$ cat config.mk
export PLATFORM = sky130hd
export DESIGN_NAME = periodic_task_dispatcher_unit
export DESIGN_NICKNAME = d
export VERILOG_FILES = /design/src/design/ptd_pkg.sv /design/src/design/periodic_task_dispatcher_unit.sv /design/src/design/ptd_regs.sv /design/src/design/ptd_ctrl.sv /design/src/design/ptd_datapath.sv
export SDC_FILE = /design/constraint.sdc
export NUM_CORES = 1
export LEC_CHECK = 0
export BUFFER_PORTS_ARGS = -buffer_cell sky130_fd_sc_hd__buf_4
export CAP_MARGIN = 15
export CORE_ASPECT_RATIO = 1.4
export CORE_MARGIN = 2
export CORE_UTILIZATION = 25
export CTS_BUF_LIST = sky130_fd_sc_hd__clkbuf_8
export DETAILED_ROUTE_END_ITERATION = 8
export SETUP_SLACK_MARGIN = 0.02
export SLEW_MARGIN = 20
export SYNTH_ARGS = -nofsm -noshare
export SYNTH_HDL_FRONTEND = slang
export SYNTH_SLANG_ARGS = --single-unit
$ cat constraint.sdc
create_clock -name clock -period 9.7 [get_ports clock]
set_input_delay 0.97 -clock clock [delete_from_list [all_inputs] [get_ports clock]]
set_output_delay 0.97 -clock clock [all_outputs]
set_load 0.1 [all_outputs]
$ cat src/design/ptd_pkg.sv
// Shared types, codes and reset constants of the periodic task dispatcher.
package ptd_pkg;

   localparam int unsigned PTD_MAX_SLOTS  = 8;
   localparam int unsigned PTD_SLOTS_DEF  = 8;
   localparam int unsigned PERIOD_W       = 16;
   localparam int unsigned SEQ_W          = 32;
   localparam int unsigned CSR_DATA_W     = 64;
   localparam int unsigned SLOT_IDX_W     = 3;

   localparam logic [CSR_DATA_W-1:0] RESET_PERIODS_LO = 64'd1407396358717445;
   localparam logic [CSR_DATA_W-1:0] RESET_PERIODS_HI = 64'd281477124194959380;
   localparam logic [PTD_MAX_SLOTS-1:0] RESET_PROFILE_MASK = 8'h0F;
   localparam logic [PTD_MAX_SLOTS-1:0] RESET_GATE_MASK    = 8'h02;

   localparam logic OP_TICK     = 1'b0;
   localparam logic OP_DISPATCH = 1'b1;

   typedef enum logic [1:0] {
      CSR_PERIODS_LO = 2'd0,
      CSR_PERIODS_HI = 2'd1,
      CSR_PROFILE    = 2'd2,
      CSR_GATE       = 2'd3
   } csr_index_type;

   typedef enum logic [1:0] {
      ACT_RUN  = 2'd0,
      ACT_SKIP = 2'd1,
      ACT_IDLE = 2'd2
   } action_type;

   typedef enum logic {
      ST_IDLE = 1'b0,
      ST_SCAN = 1'b1
   } state_type;

   typedef struct packed {
      logic [CSR_DATA_W-1:0]    periods_lo;
      logic [CSR_DATA_W-1:0]    periods_hi;
      logic [PTD_MAX_SLOTS-1:0] profile_mask;
      logic [PTD_MAX_SLOTS-1:0] gate_mask;
   } cfg_type;

   typedef struct packed {
      logic tick;   // advance the counters of slots not already due
      logic open;   // begin a dispatch pass, capture the sample sequence
      logic step;   // examine one slot of the pass
   } cmd_type;

   typedef struct packed {
      logic any_due;    // at least one slot due
      logic scan_last;  // no due slot above the current scan position
   } status_type;

endpackage

$ cat src/design/periodic_task_dispatcher_unit.sv
// Top level of the periodic task dispatcher: registers, controller and datapath.
// A tick request gives no result; busy stays low.
// A dispatch pass with nothing due gives its idle result in the cycle after the request.
// Otherwise the scan visits one slot per cycle from slot 0 up to the highest due slot,
// holding busy while it scans; each result is registered and appears in the cycle after its slot.
// Synchronous active-high reset restores the register defaults and clears counters and flags.
module periodic_task_dispatcher_unit import ptd_pkg::*; #(
   parameter int unsigned SLOT_COUNT = PTD_SLOTS_DEF
) (
   input  logic                  clock,
   input  logic                  reset,
   // request channel
   input  logic                  start,
   output logic                  busy,
   input  logic                  req_op,
   input  logic [SEQ_W-1:0]      req_sample_seq,
   // result channel, one strobe per result, cannot be stalled
   output logic                  rsp_valid,
   output logic [SLOT_IDX_W-1:0] rsp_slot_index,
   output logic [1:0]            rsp_action,
   output logic                  rsp_profiled,
   output logic                  rsp_last,
   // configuration write port
   input  logic                  csr_we,
   input  logic [1:0]            csr_index,
   input  logic [CSR_DATA_W-1:0] csr_wdata
);

   cfg_type    cfg;
   cmd_type    cmd;
   status_type status;

   // Hold periods and masks; write them only while no request is in flight.
   ptd_regs u_regs (
      .clock     (clock),
      .reset     (reset),
      .csr_we    (csr_we),
      .csr_index (csr_index),
      .csr_wdata (csr_wdata),
      .cfg       (cfg)
   );

   // Decide between tick, idle reply and scan; advance the scan until the last due slot.
   ptd_ctrl u_ctrl (
      .clock  (clock),
      .reset  (reset),
      .start  (start),
      .req_op (req_op),
      .status (status),
      .cmd    (cmd),
      .busy   (busy)
   );

   // Count ticks per slot, drop due flags as the scan passes, apply the sample gate.
   ptd_datapath #(
      .SLOT_COUNT (SLOT_COUNT)
   ) u_datapath (
      .clock          (clock),
      .reset          (reset),
      .cmd            (cmd),
      .cfg            (cfg),
      .req_sample_seq (req_sample_seq),
      .status         (status),
      .rsp_valid      (rsp_valid),
      .rsp_slot_index (rsp_slot_index),
      .rsp_action     (rsp_action),
      .rsp_profiled   (rsp_profiled),
      .rsp_last       (rsp_last)
   );

endmodule

$ cat src/design/ptd_regs.sv
// Configuration register file of the periodic task dispatcher.
module ptd_regs import ptd_pkg::*; (
   input  logic                  clock,
   input  logic                  reset,
   input  logic                  csr_we,
   input  logic [1:0]            csr_index,
   input  logic [CSR_DATA_W-1:0] csr_wdata,
   output cfg_type               cfg
);

   cfg_type cfg_ff, cfg_in;

   always_comb begin
      cfg_in = cfg_ff;
      if (csr_we) begin
         unique case (csr_index_type'(csr_index))
            CSR_PERIODS_LO: cfg_in.periods_lo   = csr_wdata;
            CSR_PERIODS_HI: cfg_in.periods_hi   = csr_wdata;
            CSR_PROFILE:    cfg_in.profile_mask = csr_wdata[PTD_MAX_SLOTS-1:0];
            CSR_GATE:       cfg_in.gate_mask    = csr_wdata[PTD_MAX_SLOTS-1:0];
            default:        cfg_in = cfg_ff;
         endcase
      end
   end

   always_ff @(posedge clock) begin
      if (reset) begin
         cfg_ff.periods_lo   <= RESET_PERIODS_LO;
         cfg_ff.periods_hi   <= RESET_PERIODS_HI;
         cfg_ff.profile_mask <= RESET_PROFILE_MASK;
         cfg_ff.gate_mask    <= RESET_GATE_MASK;
      end else begin
         cfg_ff <= cfg_in;
      end
   end

   assign cfg = cfg_ff;

endmodule

$ cat src/design/ptd_ctrl.sv
// Controller state machine: sequences ticks and dispatch scans.
module ptd_ctrl import ptd_pkg::*; (
   input  logic       clock,
   input  logic       reset,
   input  logic       start,
   input  logic       req_op,
   input  status_type status,
   output cmd_type    cmd,
   output logic       busy
);

   state_type state_ff, state_in;

   always_comb begin
      state_in = state_ff;
      unique case (state_ff)
         ST_IDLE: begin
            if (start && (req_op == OP_DISPATCH) && status.any_due) begin
               state_in = ST_SCAN;
            end
         end
         ST_SCAN: begin
            if (status.scan_last) begin
               state_in = ST_IDLE;
            end
         end
         default: state_in = ST_IDLE;
      endcase
   end

   always_comb begin
      cmd  = '0;
      busy = 1'b0;
      unique case (state_ff)
         ST_IDLE: begin
            cmd.tick = start && (req_op == OP_TICK);
            cmd.open = start && (req_op == OP_DISPATCH);
         end
         ST_SCAN: begin
            cmd.step = 1'b1;
            busy     = 1'b1;
         end
         default: begin
            cmd  = '0;
            busy = 1'b0;
         end
      endcase
   end

   always_ff @(posedge clock) begin
      if (reset) begin
         state_ff <= ST_IDLE;
      end else begin
         state_ff <= state_in;
      end
   end

endmodule

$ cat src/design/ptd_datapath.sv
// Datapath: slot counters, due flags, gate sequence and result register.
module ptd_datapath import ptd_pkg::*; #(
   parameter int unsigned SLOT_COUNT = PTD_SLOTS_DEF
) (
   input  logic                  clock,
   input  logic                  reset,
   input  cmd_type               cmd,
   input  cfg_type               cfg,
   input  logic [SEQ_W-1:0]      req_sample_seq,
   output status_type            status,
   output logic                  rsp_valid,
   output logic [SLOT_IDX_W-1:0] rsp_slot_index,
   output logic [1:0]            rsp_action,
   output logic                  rsp_profiled,
   output logic                  rsp_last
);

   logic [2*CSR_DATA_W-1:0]   periods_all;
   logic [PTD_MAX_SLOTS-1:0]  due_ff, due_in;
   logic [PTD_MAX_SLOTS-1:0]  higher_due;
   logic [SLOT_IDX_W-1:0]     idx_ff, idx_in;
   logic [SEQ_W-1:0]          seq_ff, seq_in;
   logic [SEQ_W-1:0]          consumed_ff, consumed_in;
   logic                      cur_due, gated, seq_match, skip;

   logic                      valid_ff, valid_in;
   logic [SLOT_IDX_W-1:0]     slot_ff, slot_in;
   action_type                action_ff, action_in;
   logic                      prof_ff, prof_in;
   logic                      last_ff, last_in;

   assign periods_all = {cfg.periods_hi, cfg.periods_lo};

   for (genvar s = 0; s < PTD_MAX_SLOTS; s++) begin : g_slot
      if (s < SLOT_COUNT) begin : g_active
         logic [PERIOD_W-1:0] period;
         logic [PERIOD_W-1:0] count_ff, count_in, count_inc;
         logic                due_s;

         assign period    = periods_all[PERIOD_W*s +: PERIOD_W];
         assign count_inc = count_ff + 16'd1;

         always_comb begin
            count_in = count_ff;
            due_s    = due_ff[s];
            if (cmd.tick && !due_ff[s]) begin
               if (count_inc >= period) begin
                  count_in = '0;
                  due_s    = 1'b1;
               end else begin
                  count_in = count_inc;
               end
            end else if (cmd.step && (idx_ff == SLOT_IDX_W'(s))) begin
               due_s = 1'b0;
            end
         end

         always_ff @(posedge clock) begin
            if (reset) begin
               count_ff <= '0;
            end else begin
               count_ff <= count_in;
            end
         end

         assign due_in[s] = due_s;
      end else begin : g_absent
         assign due_in[s] = 1'b0;
      end
   end

   // due slots strictly above the scan position
   always_comb begin
      for (int i = 0; i < PTD_MAX_SLOTS; i++) begin
         higher_due[i] = due_ff[i] && (SLOT_IDX_W'(i) > idx_ff);
      end
   end

   assign status.any_due   = |due_ff;
   assign status.scan_last = ~|higher_due;

   assign cur_due   = due_ff[idx_ff];
   assign gated     = cfg.gate_mask[idx_ff];
   assign seq_match = (seq_ff == consumed_ff);
   assign skip      = gated && seq_match;

   always_comb begin
      seq_in      = cmd.open ? req_sample_seq : seq_ff;
      idx_in      = idx_ff;
      consumed_in = consumed_ff;
      if (cmd.open) begin
         idx_in = '0;
      end else if (cmd.step) begin
         idx_in = idx_ff + 3'd1;
      end
      if (cmd.step && cur_due && gated && !seq_match) begin
         consumed_in = seq_ff;
      end
   end

   always_comb begin
      valid_in  = (cmd.open && !status.any_due) || (cmd.step && cur_due);
      slot_in   = idx_ff;
      action_in = skip ? ACT_SKIP : ACT_RUN;
      prof_in   = !skip && cfg.profile_mask[idx_ff];
      last_in   = status.scan_last;
      if (cmd.open) begin
         slot_in   = '0;
         action_in = ACT_IDLE;
         prof_in   = 1'b0;
         last_in   = 1'b1;
      end
   end

   always_ff @(posedge clock) begin
      if (reset) begin
         due_ff      <= '0;
         idx_ff      <= '0;
         consumed_ff <= '0;
         valid_ff    <= 1'b0;
      end else begin
         due_ff      <= due_in;
         idx_ff      <= idx_in;
         consumed_ff <= consumed_in;
         valid_ff    <= valid_in;
      end
   end

   always_ff @(posedge clock) begin
      seq_ff    <= seq_in;
      slot_ff   <= slot_in;
      action_ff <= action_in;
      prof_ff   <= prof_in;
      last_ff   <= last_in;
   end

   assign rsp_valid      = valid_ff;
   assign rsp_slot_index = slot_ff;
   assign rsp_action     = action_ff;
   assign rsp_profiled   = prof_ff;
   assign rsp_last       = last_ff;

endmodule

==> results of run 1 <==
## critical path, stage by stage (launching register included)
cell and delay [ns]:
dfxtp_1 0.41, ha_1 0.26, and3_1 0.22, and3_1 0.24, nand3_1 0.25, nor3_1 0.39, xor2_1 0.12, ha_1 0.29
nand4_1 0.14, or3_1 0.39, or4_1 0.45, o2111ai_2 0.27, or2_1 0.50, nor4_1 0.09, a21o_1 0.16
## placed cells by master, fill, tap and decap left out, types with 32 or more instances in the layout
cell / n
nor2_1: 176
a22o_1: 32
o21ai_0: 69
ha_1: 140
a21oi_1: 192
nand3_1: 80
clkbuf_8: 71
xor2_1: 79
xnor2_1: 65
and3_1: 60
edfxtp_1: 32
inv_1: 150
nand2_1: 391
buf_4: 118
dfxtp_1: 324
mux2i_1: 44
nand2b_1: 32
## routing by layer
layer  vias to the layer above  part of all wire
li1                       8162                 -
met1                      7397              0.43
met2                       258              0.49
met3                        92             0.043
met4                         2             0.035
met5                         -           0.00030
## cell families (layout without fill, tap and decap cells)
group,Yosys count,count (layout),synth area share
other,0,1,0
XOR/XNOR,144,144,0.0658
buffers and inverters,239,369,0.0520
adder cells (fa/ha/maj),140,140,0.0914
AO/OA/AOI/OAI,477,477,0.160
AND/OR/NAND/NOR,892,892,0.214
multiplexers,49,49,0.0277
flip-flops,356,356,0.389
## metrics by stage
step                      cell area, sq um  utilization  hold slack, ns  setup slack, ns
after detailed placement             20800        0.273           0.447             5.43
after global placement               20800        0.273           0.437             5.50
final                                22200        0.290           0.452             5.37
after floorplan                      19200            -           0.429             6.13
after global routing                 22200        0.290           0.416             5.00
after CTS                            22100        0.290           0.402             5.36
## power groups by stage
stage	Combinational, mW	Clock, mW	Sequential, mW
floorplan	0.148	0	1.57
global placement	0.250	0	1.57
detailed placement	0.252	0	1.57
CTS	0.254	1.57	1.54
global route	0.280	1.62	1.54
finish	0.250	1.51	1.54
## final cells by class
cell class	instances	area share
antenna	1	0.000113
multi-input combinational	1702	0.485
clock inverter	41	0.0155
sequential	356	0.336
tap	976	0.0551
timing repair buffer	119	0.0405
inverter	138	0.0234
clock buffer	71	0.0441
## state kept, by name (all words and copies together), names as in the netlist
signal                               count
u_datapath.g_slot.g_active.count_ff    128
u_datapath.due_ff                        8
u_datapath.seq_ff                       32
u_regs.cfg                             144
u_datapath.consumed_ff                  32
u_datapath.rsp_valid                     1
u_datapath.rsp_slot_index                3
u_datapath.idx_ff                        3
u_datapath.rsp_last                      1
u_datapath.rsp_action                    2
u_ctrl.state_ff                          1
u_datapath.rsp_profiled                  1
## worst paths after layout
kind                                                          startpoint                                                       to
setup / recovery  u_datapath.g_slot[3].g_active.count_ff[0]$_SDFFE_PP0P_  u_datapath.g_slot[3].g_active.count_ff[10]$_SDFFE_PP0P_
hold / removal                               u_regs.cfg[81]$_SDFFE_PP0P_                              u_regs.cfg[81]$_SDFFE_PP0P_
setup reg to reg  u_datapath.g_slot[3].g_active.count_ff[0]$_SDFFE_PP0P_  u_datapath.g_slot[3].g_active.count_ff[10]$_SDFFE_PP0P_
hold reg to reg                              u_regs.cfg[81]$_SDFFE_PP0P_                              u_regs.cfg[81]$_SDFFE_PP0P_
==> flow_summary.ini, run 1 <==
[pwr]
power_frac_seq = 0.467
power_frac_comb = 0.076
power_mw = 3.29
p_int_mw = 2.44
vdd_ir_drop_max_uv = 104
p_leak_nw = 9.34
switching_share = 0.260
power.switching_mw = 0.857
p_clk_frac = 0.457
power_density_mw_per_mm2 = 149

[cts]
cts_tree = built
ctsResizeCount = 0
hold_buffers = 0
cts_sinks = 356
cts_buffers = 61
htreeDepth = 2
clk_pin_slew_ns = 0.07
root_buffer = clkbuf_8
cts_buffer_depth = 3
clk_latency_ns = 0.69
post-cts-setup-buffers = 0

[setup_path]
worstPathArrival_ns = 4.87
crit_path_start_kind = flip-flop
rr_worst_depth = 14
end_kind = flip-flop
crit_type = reg2reg
worstPathRequired_ns = 10.24
cp_max_fo = 14
rrSetupSlack_ns = 5.37

[yosys]
synth_nets = 2540
netlist_area_sq_mm = 0.0192
syn_area_per_cell_sq_um = 8.34
ys_warn_count = 0
synth_flop_cell = dfxtp_1
ys_seq_area_frac = 0.389
synthCells = 2297
ys_top_cells_by_area = dfxtp_1, ha_1, nand2_1
synth_edf_count = 32
synthDistinctLibCells = 74
post-synth-top-area-fraction = 0.338
synth_common_cells = nand2_1, dfxtp_1, a21oi_1
ys_ff_latch = 356
yosysMostFrequentCell = nand2_1
async_reset_ff_frac = 0
synth_largest_area_cell = dfxtp_1

[global_routing]
grt-ovfl-total = 0
grt_pass1_vias = 15400
antenna_found_initial = 2
grt_use_total = 0.123
grt_pass1_wl_microns = 79400
grt_max_degree = 81
grtUsageMet3 = 0.0232
met2_usage = 0.218
grtUsageMet1 = 0.146
globalRoute.busiestLayer = met2

[detailed_routing]
drt_iter0_drc = 795
wl_per_cell_microns = 14.6
via_per_inst = 4.67
first_pass_iters = 5
remaining_drc_errors = 0
drtAntennaViolNets = 0
wl_microns = 49800
vias = 15900

[sta]
worst_slew_pin_slew_ns = 1.02
hold_viol = 0
finalSetupTns_ns = 0
final-setup-viol-count = 0
fin_crit_sh = 0.446
max_freq_ghz = 0.231
drv_slew = 0
rsz0062_at_grt = false
relSlewSlack = 0.319
fin_skew_ns = 0.0506
min_period_ns = 4.33

[cells_and_area]
syn2layout_area_growth_pct = 15.6
drive_gt1_frac = 0.101
fill_cells = 8178
fin_cells = 3404
fin_nets = 2621
final-seq-area_sq_mm = 0.00745
multi_input_area_sq_mm = 0.0107

[floorplan]
die_h_microns = 332
die_area_sq_mm = 0.0789
core_area_sq_mm = 0.0763
floorplan.initialDensity = 0.251
ios = 112
num_rows = 120
die_w_microns = 238

[hold_path]
hp-class = reg2reg
min_path_cells = 2

[run_status]
outcome = finished clean

[placed_design]
routabilityCongestion = 0.802
place_inst = 3291
place_hpwl_microns = 35000
portBuffers = 111

[run]
cap_violations = 0
Power figures use the tool's default switching activity.
==> inputs of run 2 (changes only) <==
==> constraint.sdc (replaced) <==
create_clock -name clock -period 4.4 [get_ports clock]
set_input_delay 0.44 -clock clock [delete_from_list [all_inputs] [get_ports clock]]
set_output_delay 0.44 -clock clock [all_outputs]
set_load 0.1 [all_outputs]
==> run 2 against run 1 <==
Against the previous run: routed wire length rose by 3.2%; total power up 130%; cell area up 4.7%; clock-buffer cell count rose by 15; clock power is 130% higher; clock skew decreased by 0.014 ns; setup slack worse by 4.9 ns; first-iteration DRC count increased by 2.3%; via count rose by 3.0%; non-clock buffer count increased by 96; highest routed layer unchanged.
==> flow_summary.ini, run 2 (same netlist as run 1, synthesis figures left out) <==
[cells_and_area]
fill_cells = 8138
postLayoutCoreUtil = 0.304
stdcell_area_sq_mm = 0.0232
final_common_cell = nand2_1
drive_gt1_frac = 0.107
fin_nets = 2722
largest_reg_flops = 144
syn2layout_area_growth_pct = 21.1
layout_common_cells = nand2_1, dfxtp_1, a21oi_1
final-seq-area_sq_mm = 0.00745
multi_input_area_sq_mm = 0.0107

[setup_path]
worstPathRequired_ns = 4.92
cp_max_fo = 7
end_kind = flip-flop
crit_type = reg2reg
worstPathArrival_ns = 4.44
crit_path_start_kind = flip-flop

[detailed_routing]
first_pass_iters = 5
via_per_inst = 4.67
wl_microns = 51400
wl_per_cell_microns = 14.7
drtAntennaViolNets = 0
remaining_drc_errors = 0
drt_iter0_drc = 813
vias = 16400

[cts]
htreeDepth = 3
post-cts-setup-buffers = 0
cts_sinks = 356
cts_tree = built
root_buffer = clkbuf_8
clk_pin_slew_ns = 0.06
clk_latency_ns = 0.65
cts_buffers = 66
cts_buffer_depth = 3

[pwr]
vdd_ir_drop_max_uv = 190
p_leak_nw = 9.83
power_density_mw_per_mm2 = 324
power_mw = 7.52

[sta]
rsz0062_at_grt = false
final-setup-viol-count = 0
fin_crit_sh = 0.892
drv_slew = 0
max_freq_ghz = 0.255
min_period_ns = 3.93
fin_skew_ns = 0.0365
worst_slack_ns = 0.473
hold_viol = 0
finalSetupTns_ns = 0
worst_slew_pin_slew_ns = 1.01
relSlewSlack = 0.326

[run_status]
outcome = finished clean

[floorplan]
die_w_microns = 238
ios = 112
floorplan.initialDensity = 0.251
core_area_sq_mm = 0.0763
num_rows = 120
die_h_microns = 332
die_area_sq_mm = 0.0789

[placed_design]
placed_area_sq_mm = 0.0210
dpl_worst_slack_ns = 0.366
portBuffers = 111
place_hpwl_microns = 36000
routabilityCongestion = 0.814

[hold_path]
hp-class = in2reg

[global_routing]
grt-ovfl-total = 0
grt_max_degree = 81
grt_use_total = 0.130
antenna_found_initial = 3
grt_pass1_wl_microns = 83300
grt_pass1_vias = 16200

[run]
cap_violations = 0
==> run 2: timing repair <==
| action | CTS | global route |
|---|---|---|
| gates resized for setup | 0 | 1 |
| endpoints found under the hold margin | 115 | 0 |
| hold buffers | 78 | 0 |
| endpoints found under the setup margin | 0 | 6 |
==> run 2: through the flow <==
| stage | std cells | hold slack (ns) |
|---|---|---|
| 6_report | 3510 | 0.0673 |
| 2_1_floorplan | 2297 | 0.429 |
| 5_1_grt | 3509 | 0.0472 |
| 3_5_place_dp | 3309 | 0.444 |
| 3_3_place_gp | 3309 | 0.440 |
| 4_1_cts | 3507 | 0.000282 |
==> run 2: per-layer routing <==
metal | GRT usage | wire length [microns] | share of wire
met5 | 0 | 7 | 0.00014
met4 | 0.0597 | 1890 | 0.037
met3 | 0.0239 | 2060 | 0.040
met2 | 0.233 | 25500 | 0.50
met1 | 0.148 | 22000 | 0.43
==> run 2: layout make-up <==
cell class                      count  area share
Multi-Input combinational cell   1702       0.463
Sequential cell                   356       0.321
Timing Repair Buffer              215      0.0781
Tap cell                          976      0.0526
Clock buffer                       86      0.0510
Inverter                          138      0.0223
Clock inverter                     34      0.0115
Antenna cell                        3    0.000324
==> run 2: critical path, stage by stage, from the launching register on <==
cell and delay [ns]:
dfxtp_1 0.41, ha_1 0.27, and3_1 0.23, and3_1 0.24
nand3_1 0.27, nor2b_1 0.30, xor2_1 0.11, ha_1 0.31
nand4_1 0.16, or3_1 0.38, or4_1 0.44, o2111ai_2 0.12
or2_1 0.30, buf_4 0.19, o31ai_1 0.06
==> run 2: power breakdown <==
group | leakage (nW) | switching, mW | internal [mW]
registers | 2.92 | 0.0428 | 3.35
logic | 6.09 | 0.371 | 0.248
clock network | 0.814 | 1.52 | 2.00
total | 9.83 | 1.93 | 5.59
==> run 2: final timing paths <==
path	from	to	slack, ns	cells after the start
max	u_datapath.g_slot[3].g_active.count_ff[0]$_SDFFE_PP0P_	u_datapath.g_slot[3].g_active.count_ff[4]$_SDFFE_PP0P_	0.47	14
min	csr_wdata[63]	u_regs.cfg[143]$_SDFFE_PP0P_	0.07	3
max reg2reg	u_datapath.g_slot[3].g_active.count_ff[0]$_SDFFE_PP0P_	u_datapath.g_slot[3].g_active.count_ff[4]$_SDFFE_PP0P_	0.47	14
min reg2reg	u_datapath.g_slot[3].g_active.count_ff[11]$_SDFFE_PP0P_	u_datapath.g_slot[3].g_active.count_ff[11]$_SDFFE_PP0P_	0.45	2
